--- src/atc_pkg.sv ---
// shared types and constants for the affine transform composer
`default_nettype none
package atc_pkg;

  typedef enum logic [2:0] {
    MODE_IDENT  = 3'd0,
    MODE_ROTVEC = 3'd1,
    MODE_ROTANG = 3'd2,
    MODE_TRANS  = 3'd3,
    MODE_POINT  = 3'd4
  } mode_e;

  typedef struct packed {
    logic [2:0]         mode;
    logic signed [31:0] first_x;
    logic signed [31:0] first_y;
    logic signed [31:0] second_x;
    logic signed [31:0] second_y;
    logic [15:0]        angle;
  } in_item_t;

  typedef struct packed {
    logic signed [31:0] out_x;
    logic signed [31:0] out_y;
  } out_item_t;

  // classified command between front and back
  typedef struct packed {
    logic               is_ident;
    logic               is_point;
    logic               use_cordic;
    logic               flip;
    logic signed [31:0] z0;
    logic signed [31:0] m11;
    logic signed [31:0] m12;
    logic signed [31:0] m21;
    logic signed [31:0] m22;
    logic signed [31:0] t31;
    logic signed [31:0] t32;
  } cmd_t;

  localparam int AtanCount = 31;
  localparam logic signed [31:0] CordicGain = 32'sd652032875;

  function automatic logic signed [31:0] atan_lut(input logic [4:0] i);
    logic signed [31:0] r;
    begin
      unique case (i)
        5'd0: r = 32'sd536870912;   5'd1: r = 32'sd316933406;
        5'd2: r = 32'sd167458907;   5'd3: r = 32'sd85004756;
        5'd4: r = 32'sd42667331;    5'd5: r = 32'sd21354465;
        5'd6: r = 32'sd10679838;    5'd7: r = 32'sd5340245;
        5'd8: r = 32'sd2670163;     5'd9: r = 32'sd1335087;
        5'd10: r = 32'sd667544;     5'd11: r = 32'sd333772;
        5'd12: r = 32'sd166886;     5'd13: r = 32'sd83443;
        5'd14: r = 32'sd41722;      5'd15: r = 32'sd20861;
        5'd16: r = 32'sd10430;      5'd17: r = 32'sd5215;
        5'd18: r = 32'sd2608;       5'd19: r = 32'sd1304;
        5'd20: r = 32'sd652;        5'd21: r = 32'sd326;
        5'd22: r = 32'sd163;        5'd23: r = 32'sd81;
        5'd24: r = 32'sd41;         5'd25: r = 32'sd20;
        5'd26: r = 32'sd10;         5'd27: r = 32'sd5;
        5'd28: r = 32'sd3;          5'd29: r = 32'sd1;
        5'd30: r = 32'sd1;
        default: r = 32'sd0;
      endcase
      return r;
    end
  endfunction

  function automatic logic signed [31:0] sat32(input logic signed [65:0] v);
    logic signed [31:0] r;
    begin
      if (v > 66'sd2147483647) r = 32'sh7fffffff;
      else if (v < -66'sd2147483648) r = 32'sh80000000;
      else r = v[31:0];
      return r;
    end
  endfunction

  typedef enum logic [2:0] {
    ST_IDLE   = 3'd0,
    ST_CORDIC = 3'd1,
    ST_MAC    = 3'd2,
    ST_OUT    = 3'd3
  } state_e;

endpackage
`default_nettype wire

--- src/atc_front.sv ---
// front part: accepts commands, classifies them and queues them for the back part
`default_nettype none
module atc_front #(
  parameter int FracBits = 16,
  parameter int Depth    = 2
) (
  input  wire logic             clk_i,
  input  wire logic             rst_ni,
  input  wire logic             in_valid,
  output logic                  in_stall,
  input  wire atc_pkg::in_item_t in_data_i,
  output logic                  cmd_valid_o,
  input  wire logic             cmd_take_i,
  output atc_pkg::cmd_t         cmd_o
);
  localparam int PtrW = (Depth > 1) ? $clog2(Depth) : 1;

  atc_pkg::cmd_t    fifo_q [Depth];
  logic [PtrW-1:0]  wr_q, wr_d, rd_q, rd_d;
  logic [PtrW:0]    cnt_q, cnt_d;
  atc_pkg::cmd_t    cls;
  logic             push, pop, keep;
  logic [31:0]      w;
  logic [1:0]       quad;
  logic signed [31:0] one;

  assign one  = 32'sd1 <<< FracBits;
  assign quad = in_data_i.angle[15:14];
  assign w    = {in_data_i.angle, 16'd0};

  always_comb begin
    cls = '0;
    cls.is_ident   = (in_data_i.mode == atc_pkg::MODE_IDENT);
    cls.is_point   = (in_data_i.mode == atc_pkg::MODE_POINT);
    cls.use_cordic = (in_data_i.mode == atc_pkg::MODE_ROTANG);
    cls.flip       = (quad == 2'd1) || (quad == 2'd2);
    cls.z0         = cls.flip ? $signed(w - 32'h80000000) : $signed(w);
    cls.m11 = in_data_i.first_x;
    cls.m12 = in_data_i.first_y;
    cls.m21 = in_data_i.second_x;
    cls.m22 = in_data_i.second_y;
    if (in_data_i.mode == atc_pkg::MODE_TRANS) begin
      cls.m11 = one; cls.m12 = '0; cls.m21 = '0; cls.m22 = one;
      cls.t31 = in_data_i.first_x;
      cls.t32 = in_data_i.first_y;
    end else if (in_data_i.mode == atc_pkg::MODE_POINT) begin
      cls.t31 = in_data_i.first_x;
      cls.t32 = in_data_i.first_y;
    end
  end

  // modes five to seven are dropped here
  assign keep     = (in_data_i.mode <= atc_pkg::MODE_POINT);
  assign in_stall = (cnt_q == (PtrW+1)'(Depth));
  assign push     = in_valid && !in_stall && keep;
  assign pop      = cmd_take_i && (cnt_q != '0);
  assign cmd_valid_o = (cnt_q != '0);
  assign cmd_o    = fifo_q[rd_q];

  always_comb begin
    wr_d  = wr_q;
    rd_d  = rd_q;
    cnt_d = cnt_q;
    if (push) wr_d = (wr_q == PtrW'(Depth-1)) ? '0 : wr_q + 1'b1;
    if (pop)  rd_d = (rd_q == PtrW'(Depth-1)) ? '0 : rd_q + 1'b1;
    if (push && !pop) cnt_d = cnt_q + 1'b1;
    else if (pop && !push) cnt_d = cnt_q - 1'b1;
  end

  always_ff @(posedge clk_i or negedge rst_ni) begin
    if (!rst_ni) begin
      wr_q  <= '0;
      rd_q  <= '0;
      cnt_q <= '0;
    end else begin
      wr_q  <= wr_d;
      rd_q  <= rd_d;
      cnt_q <= cnt_d;
    end
  end

  always_ff @(posedge clk_i) begin
    if (push) fifo_q[wr_q] <= cls;
  end
endmodule
`default_nettype wire

--- config.mk ---
export PLATFORM = sky130hd
export DESIGN_NAME = atc_front
export DESIGN_NICKNAME = d
export VERILOG_FILES = /design/src/atc_pkg.sv /design/src/atc_front.sv
export SDC_FILE = /design/constraint.sdc
export NUM_CORES = 1
export LEC_CHECK = 0
export BUFFER_PORTS_ARGS = -buffer_cell sky130_fd_sc_hd__buf_4
export CORE_ASPECT_RATIO = 1.25
export CORE_UTILIZATION = 50
export DETAILED_ROUTE_END_ITERATION = 10
export PLACE_DENSITY = 0.73
export REMOVE_ABC_BUFFERS = 1
export SYNTH_ARGS = -nofsm -noshare
export SYNTH_HDL_FRONTEND = slang
export SYNTH_SLANG_ARGS = --single-unit
--- constraint.sdc ---
create_clock -name clk_i -period 25.7 [get_ports clk_i]
set_input_delay 5.14 -clock clk_i [delete_from_list [all_inputs] [get_ports clk_i]]
set_output_delay 5.14 -clock clk_i [all_outputs]
set_load 0.005 [all_outputs]
==> results of run 1 <==
[stage by stage]
step	instance area, sq um	std cells	hold slack [ns]
global route	21470	1746	0.5187
global placement	20160	1669	0.4701
detailed placement	20160	1669	0.4741
floorplan	16780	870	0.4474
finish	21470	1746	0.4913
CTS	21470	1743	0.4961
[area by class of cell]
| type | instances | area [sq um] | share of cell area [%] |
|---|---|---|---|
| sequential | 428 | 12840 | 59.77 |
| multi-input combinational | 440 | 3965 | 18.46 |
| timing repair buffer | 376 | 2823 | 13.14 |
| clock buffer | 51 | 1149 | 5.349 |
| tap | 423 | 529.3 | 2.465 |
| clock inverter | 23 | 157.7 | 0.7341 |
| inverter | 2 | 7.507 | 0.03496 |
| antenna | 3 | 7.507 | 0.03496 |
[registers in the layout, indices dropped and copies added (netlist names)]
register,flops
cnt_q,2
wr_q,1
rd_q,1
fifo_q,424
[logic make-up (layout without fill, tap and decap cells)]
group | Yosys count | after routing | share of synthesized area [%]
flip-flops | 428 | 428 | 74.82
multiplexers | 212 | 212 | 13.92
adder cells (fa/ha/maj) | 1 | 1 | 0.07294
AO/OA/AOI/OAI | 1 | 1 | 0.02915
AND/OR/NAND/NOR | 204 | 204 | 8.310
other | 1 | 19 | 0.02187
XOR/XNOR | 6 | 6 | 0.3065
buffers and inverters | 64 | 452 | 2.517
[layer usage]
layer  share of wire (%)  global-route usage, %
met1                  37                  22.74
met2                  53                  34.71
met3                 6.4                  5.189
met4                 3.4                  7.909
met5               0.077                      0
[placed cells by master, fill, tap and decap left out, types with 5 or more instances in the layout]
master / count
nor2b_1: 5
clkbuf_1: 6
clkinv_2: 6
and2_1: 126
edfxtp_1: 424
nor2b_2: 60
clkbuf_16: 45
clkinv_1: 12
buf_4: 376
conb_1: 16
mux2_2: 212
[synthesized netlist by cell type]
cell / instances
conb_1: 1
nor3b_1: 1
buf_6: 4
nand2_1: 1
ha_1: 1
nor3b_2: 1
buf_8: 2
xor2_1: 3
nor2b_1: 6
and2_1: 126
or2_2: 1
edfxtp_1: 424
xnor2_1: 3
nand3b_1: 2
nand2b_1: 2
nor2b_2: 60
mux2_2: 212
nor3_1: 1
nor2_1: 3
buf_4: 34
clkbuf_1: 13
inv_1: 2
buf_2: 9
o21ai_0: 1
dfrtp_1: 4
[power by group]
part / leakage, nW / switching (mW) / total (mW) / internal, mW
registers: 3.97 / 0.0440 / 0.942 / 0.898
clock network: 0.633 / 0.248 / 0.585 / 0.337
logic: 3.27 / 0.258 / 0.588 / 0.330
[worst min-delay path by stage]
stage,startpoint,end,slack [ns]
2_1_floorplan,cnt_q[1]$_DFFE_PN0P_,cnt_q[1]$_DFFE_PN0P_,0.45
3_3_place_gp,cnt_q[1]$_DFFE_PN0P_,cnt_q[1]$_DFFE_PN0P_,0.47
3_5_place_dp,cnt_q[1]$_DFFE_PN0P_,cnt_q[1]$_DFFE_PN0P_,0.47
4_1_cts,cnt_q[1]$_DFFE_PN0P_,cnt_q[1]$_DFFE_PN0P_,0.50
5_1_grt,cnt_q[1]$_DFFE_PN0P_,cnt_q[1]$_DFFE_PN0P_,0.52
6_report,cnt_q[1]$_DFFE_PN0P_,cnt_q[1]$_DFFE_PN0P_,0.49
==> impl_metrics.ini, run 1 <==
[placed_design]
preCtsSetupSlack_ns = 17.03
hpwl_mm = 22.21
io_buffers = 364
place.gp.congestion = 0.7820

[cells_and_area]
fillers = 2456
fin_util_pct = 63.74
final_net_count = 1442
drive_gt1_share_pct = 53.79
syn_to_final_growth_pct = 25.21

[worst_setup_path]
reg2regPathDepth = 5
slowest_stage = dfrtp_4
required_ns = 20.56
reg2reg_to = fifo_q[0][3]$_DFFE_PP_
path_buf_inv = 3
crit_cells = 4
timing.rr.start = cnt_q[1]$_DFFE_PN0P_
slowest_delay_ns = 0.95
cp_cell_sequence = buf_4 > buf_4 > mux2_2 > buf_4
path_common_cell = buf_4
path_max_fanout = 83
arrival_ns = 4.07
critPathLaunch = rd_q$_DFFE_PN0P_
r2r_slack_ns = 22.43
crit_family = buffers and inverters
path_class = reg -> out
cp-endpoint = cmd_o[133]
cp-end-kind = primary output
setup.worst_path.start_class = flop

[floorplan]
die_w_microns = 167.7
num_rows = 75
die_h_microns = 209.1
die_area_sq_um = 35050
boundaryPins = 381
initial_core_util_pct = 50.91
core_area_sq_um = 33690

[power]
peakVddDrop_v = 0.00006406
powerDensity_nw_per_um2 = 98.49
power_mw = 2.115
p_leak_nw = 7.870

[global_route]
grt_pass1_wl_mm = 52.28
antenna_found_initial = 5
first_global_vias = 9314
grt_max_degree = 84
track_usage_pct = 19.69
grt_remaining_overflow = 0

[yosys]
yosys_warnings = 0
synth.distinct_cells = 25
netlist.area_leader.share_pct = 74.24
synth_seq_area_share_pct = 74.82
synth_seq_cells = 428
yosysTopAreaCell = edfxtp_1
syn_inst = 917
ys_top_cells_by_area = edfxtp_1 74%, mux2_2 14%, and2_1 4.6%
synth_area_per_cell_sq_um = 18.70
synth_area_sq_um = 17150

[timing]
rsz0062_at_grt = no
max_freq_mhz = 108.6
tns_ns = 0
slew_viol_final = 0
skew_ns = 0.01083
fin_crit_ns = 9.207
hold_violations = 0
setup_viol = 0
max_slew_margin_pct = 25.96
setup_slack_ns = 16.49
finalCritPeriodShare_pct = 35.83
worstMarginPinSlew_ns = 1.111

[clocking]
clock_tree.root_cell = clkbuf_16
cts_num_sinks = 428
clock_latency_ns = 0.53
cts_tree = built
clock_path_buffers = 3
postCtsSetupBuffers = 0
clkTransAtPathRegs_ns = 0.06
h-tree-depth = 2
cts_resized = 0
ctsHoldBuffers = 0
cts_buffers = 42

[outcome]
outcome = finished, final reports clean

[drt]
vias = 8912
drc_errors = 0
drtPass1Iterations = 5
viasPerCell = 5.104
antenna_left = 0
drt_iter0_drc = 546
drt-wirelength-per-cell_microns = 20.10
wl_mm = 35.09

[flow_run]
maxCapViolCount = 0

[hold_path]
hp-class = reg -> reg
hold_depth = 1
Note: power is estimated with default switching activity, not from simulation.
==> inputs of run 2 (changes only) <==
--- a/config.mk
+++ b/config.mk
@@ -7,9 +7,9 @@
 export LEC_CHECK = 0
 export BUFFER_PORTS_ARGS = -buffer_cell sky130_fd_sc_hd__buf_4
 export CORE_ASPECT_RATIO = 1.25
-export CORE_UTILIZATION = 50
+export CORE_UTILIZATION = 49
 export DETAILED_ROUTE_END_ITERATION = 10
-export PLACE_DENSITY = 0.73
+export PLACE_DENSITY = 0.74
 export REMOVE_ABC_BUFFERS = 1
 export SYNTH_ARGS = -nofsm -noshare
 export SYNTH_HDL_FRONTEND = slang
==> constraint.sdc (replaced) <==
create_clock -name clk_i -period 8.41 [get_ports clk_i]
set_input_delay 1.682 -clock clk_i [delete_from_list [all_inputs] [get_ports clk_i]]
set_output_delay 1.682 -clock clk_i [all_outputs]
set_load 0.005 [all_outputs]
==> impl_metrics.ini, run 2 (synthesis gave the netlist of run 1 again) <==
[outcome]
outcome = finished, final reports clean

[floorplan]
core_area_sq_um = 34420
die_w_microns = 169.3
initial_core_util_pct = 49.82
boundaryPins = 381
die_area_sq_um = 35760
num_rows = 76
die_h_microns = 211.2

[timing]
rsz0062_at_grt = no
slew_viol_final = 0
max_freq_mhz = 205.8
max_slew_margin_pct = 19.30
skew_ns = 0.01180
fin_crit_ns = 4.859
finalCritPeriodShare_pct = 57.78
hold_violations = 0
worstMarginPinSlew_ns = 1.210
tns_ns = 0
setup_viol = 0

[clocking]
h-tree-depth = 2
clock_tree.root_cell = clkbuf_16
clock_latency_ns = 0.54
cts_tree = built
cts_buffers = 42
clkTransAtPathRegs_ns = 0.06
postCtsSetupBuffers = 0
clock_path_buffers = 3
cts_num_sinks = 428
cts_resized = 0
ctsHoldBuffers = 0

[global_route]
first_global_vias = 9196
grt_pass1_wl_mm = 50.74
antenna_found_initial = 0
track_usage_pct = 18.73
grt_max_degree = 187
grt_remaining_overflow = 0

[worst_setup_path]
path_class = reg -> out
arrival_ns = 3.18
path_max_fanout = 73
required_ns = 6.73
setup.worst_path.start_class = flop
cp-end-kind = primary output

[cells_and_area]
max_flop_register = fifo_q
final_cell_mix = 424 x edfxtp_1, 372 x buf_4, 212 x mux2_2, 126 x and2_1, 60 x nor2b_2
mostFrequentLayoutCell = edfxtp_1
syn_to_final_growth_pct = 25.98
reg_top3 = fifo_q (424), cnt_q (2)
n_antenna_cell = 0
drive_gt1_share_pct = 53.86
instances_no_fill = 1788
largest_register_ffs = 424
final_net_count = 1440

[drt]
viasPerCell = 4.954
drt_iter0_drc = 409
vias = 8858
antenna_left = 0
drc_errors = 0
wl_mm = 34.03
drt-wirelength-per-cell_microns = 19.03
drtPass1Iterations = 4

[flow_run]
maxCapViolCount = 0

[placed_design]
dp.cells = 1712
hpwl_mm = 20.86
io_buffers = 364
place.gp.congestion = 0.7494

[power]
peakVddDrop_v = 0.0002427
p_leak_nw = 7.904
powerDensity_nw_per_um2 = 304.0

[hold_path]
hp-class = reg -> reg
[run 2: layout make-up]
class,instances,area [sq um]
clock inverter,20,234.0
inverter,2,7.507
tap,468,585.6
fill,2564,12820
sequential,428,12840
multi-input combinational,440,3965
clock buffer,56,1145
timing repair buffer,374,2833
[run 2: path summary, 6_finish.rpt]
kind,startpoint,endpoint,slack (ns),depth (start not counted)
max in group asynchronous,rst_ni,rd_q$_DFFE_PN0P_,7.37,1
worst min register to register,cnt_q[1]$_DFFE_PN0P_,cnt_q[1]$_DFFE_PN0P_,0.49,1
worst max register to register,cnt_q[1]$_DFFE_PN0P_,fifo_q[0][143]$_DFFE_PP_,5.42,4
worst min-delay path,cnt_q[1]$_DFFE_PN0P_,cnt_q[1]$_DFFE_PN0P_,0.49,1
min in group asynchronous,rst_ni,cnt_q[1]$_DFFE_PN0P_,0.93,1
worst max-delay path,rd_q$_DFFE_PN0P_,cmd_o[184],3.55,3
[run 2: layer usage]
layer	GRT usage, %	part of all wire [%]	wire length, microns
met1	21.69	38	12830
met2	33.15	52	17810
met3	5.022	7.0	2385
met4	6.897	3.0	1010
met5	0	0	0
[run 2: where the power goes]
| group | total [mW] | switching [mW] | internal (mW) |
|---|---|---|---|
| Clock | 1.88 | 0.766 | 1.11 |
| Combinational | 1.80 | 0.793 | 1.01 |
| Sequential | 2.88 | 0.140 | 2.74 |
| Total | 6.57 | 1.70 | 4.87 |
[run 2: through the flow]
stage	hold WS [ns]	util, %	total power, mW	area, sq um	setup slack [ns]
3_5_place_dp	0.4707	58.76	4.763	20230	4.061
2_1_floorplan	0.4474	-	4.049	16780	-3.171
5_1_grt	0.5144	62.77	6.852	21610	3.336
4_1_cts	0.4861	62.77	6.647	21610	3.475
3_3_place_gp	0.4649	58.76	4.736	20230	4.067
6_report	0.4863	62.77	6.568	21610	3.551
[run 2: critical path: stages (launching register included)]
cell and delay, ns:
dfrtp_4 1.12, buf_4 0.90, mux2_2 0.44, buf_4 0.14
==> inputs of run 3 (changes only) <==
--- a/config.mk
+++ b/config.mk
@@ -7,9 +7,9 @@
 export LEC_CHECK = 0
 export BUFFER_PORTS_ARGS = -buffer_cell sky130_fd_sc_hd__buf_4
 export CORE_ASPECT_RATIO = 1.25
-export CORE_UTILIZATION = 49
+export CORE_UTILIZATION = 50
 export DETAILED_ROUTE_END_ITERATION = 10
-export PLACE_DENSITY = 0.74
+export PLACE_DENSITY = 0.73
 export REMOVE_ABC_BUFFERS = 1
 export SYNTH_ARGS = -nofsm -noshare
 export SYNTH_HDL_FRONTEND = slang
==> constraint.sdc (replaced) <==
create_clock -name clk_i -period 5 [get_ports clk_i]
set_input_delay 1 -clock clk_i [delete_from_list [all_inputs] [get_ports clk_i]]
set_output_delay 1 -clock clk_i [all_outputs]
set_load 0.005 [all_outputs]
==> impl_metrics.ini, run 3 (synthesis gave the netlist of run 1 again) <==
[power]
switchingPower_mw = 2.824
power_mw = 10.97
comb_power_share_pct = 28.2
swShare_pct = 25.75
powerDensity_nw_per_um2 = 507.7
clkPwrFrac_pct = 27.7
p_seq_share_pct = 44.1
p_leak_nw = 7.931
peakVddDrop_v = 0.0003142
p_int_mw = 8.142

[worst_setup_path]
path_class = reg -> out
setup.worst_path.start_class = flop
path_max_fanout = 64
slowest_delay_ns = 1.01
cp-end-kind = primary output
slowest_stage = dfrtp_4
required_ns = 4.00
path_common_cell = buf_4
arrival_ns = 2.61
crit_family = flip-flops
path_buf_inv = 2
r2r_slack_ns = 2.73
cp_cell_sequence = buf_4 > mux2_2 > buf_4

[clocking]
cts_buffers = 42
postCtsSetupBuffers = 0
clock_latency_ns = 0.53
cts_num_sinks = 428
clock_tree.root_cell = clkbuf_16
cts_resized = 0
h-tree-depth = 2
clock_path_buffers = 3
cts_tree = built
ctsHoldBuffers = 0
clkTransAtPathRegs_ns = 0.06

[global_route]
antenna_found_initial = 2
track_usage_pct = 19.34
grt_remaining_overflow = 0
first_global_vias = 9403
grt_pass1_wl_mm = 51.67
grt_max_degree = 134

[drt]
viasPerCell = 5.089
antenna_left = 0
drtPass1Iterations = 4
drt-wirelength-per-cell_microns = 19.64
drc_errors = 0
vias = 8890
wl_mm = 34.31
drt_iter0_drc = 514

[placed_design]
io_buffers = 364
place.gp.congestion = 0.7517
preCtsSetupSlack_ns = 1.923
hpwl_mm = 21.62

[timing]
setup_slack_ns = 1.389
max_freq_mhz = 276.9
finalCritPeriodShare_pct = 72.23
slew_viol_final = 0
hold_violations = 0
skew_ns = 0.01112
tns_ns = 0
fin_crit_ns = 3.611
max_slew_margin_pct = 34.68
worstMarginPinSlew_ns = 0.9798
rsz0062_at_grt = no
setup_viol = 0

[cells_and_area]
final_cell_mix = 424 x edfxtp_1, 371 x buf_4, 212 x mux2_2, 126 x and2_1, 60 x nor2b_2
syn_to_final_growth_pct = 25.94
reg_top3 = fifo_q (424), cnt_q (2)
max_flop_register = fifo_q
largest_register_ffs = 424
mostFrequentLayoutCell = edfxtp_1
drive_gt1_share_pct = 54.04
final_net_count = 1444

[floorplan]
initial_core_util_pct = 50.91
die_w_microns = 167.7
core_area_sq_um = 33690
die_area_sq_um = 35050
boundaryPins = 381
die_h_microns = 209.1
num_rows = 75

[hold_path]
hp-class = in -> async

[flow_run]
maxCapViolCount = 0

[outcome]
outcome = finished, final reports clean
-- run 3: cell count changes in the layout (fill, tap and decap cells not counted), moves of 2 or more --
cell       before  now
clkbuf_16      43   45
buf_12          2    7
clkinv_2        5   10
clkinv_1        6    8
clkbuf_8        2    0
clkbuf_1       11    8
bufinv_16       5    3
-- run 3: path summary, 6_finish.rpt --
path / cells past startpoint / to / start
max: 3 / cmd_o[147] / rd_q$_DFFE_PN0P_
min: 1 / rd_q$_DFFE_PN0P_ / rst_ni
max reg2reg: 4 / fifo_q[0][60]$_DFFE_PP_ / cnt_q[1]$_DFFE_PN0P_
min reg2reg: 1 / cnt_q[1]$_DFFE_PN0P_ / cnt_q[1]$_DFFE_PN0P_
max in group asynchronous: 1 / rd_q$_DFFE_PN0P_ / rst_ni
min in group clk_i: 1 / cnt_q[1]$_DFFE_PN0P_ / cnt_q[1]$_DFFE_PN0P_
-- run 3: layout make-up --
type | count | area (sq um)
Sequential cell | 428 | 12840
Fill cell | 2441 | 12090
Multi-Input combinational cell | 440 | 3965
Timing Repair Buffer | 378 | 2925
Clock buffer | 53 | 1156
Tap cell | 423 | 529.3
Clock inverter | 22 | 177.7
Inverter | 2 | 7.507
Antenna cell | 1 | 2.502
-- run 3: worst register-to-register path: cells and delay by family, from the launching register on --
kind                   cells  cell delay [ns]
buffers and inverters      1             0.57
flip-flops                 1             0.40
AND/OR/NAND/NOR            3             0.81
-- run 3: power by group through the flow --
stage	registers (mW)	logic, mW	clock network, mW
after detailed placement	4.92	3.14	0
after CTS	4.85	3.16	3.12
after global routing	4.89	3.31	3.23
after floorplan	5.19	1.62	0
final	4.84	3.09	3.04
after global placement	4.89	3.12	0
-- run 3: metrics by stage --
| stage | utilization, % | instances | hold slack (ns) | instance area, sq um |
|---|---|---|---|---|
| after floorplan | - | 870 | 0.4474 | 16780 |
| after global placement | 60.15 | 1671 | 0.4649 | 20260 |
| after detailed placement | 60.15 | 1671 | 0.4962 | 20260 |
| after CTS | 64.11 | 1746 | 0.2433 | 21600 |
| after global routing | 64.12 | 1747 | 0.2470 | 21600 |
| final | 64.12 | 1747 | 0.2669 | 21600 |
-- run 3: routing by layer --
metal / track usage (%) / vias up / part of all wire (%)
met1: 22.37 / 4392 / 37
met4: 8.731 / 2 / 3.9
met3: 4.621 / 73 / 6.6
met2: 33.98 / 288 / 52
li1: - / 4135 / -
met5: 0 / - / 0.050
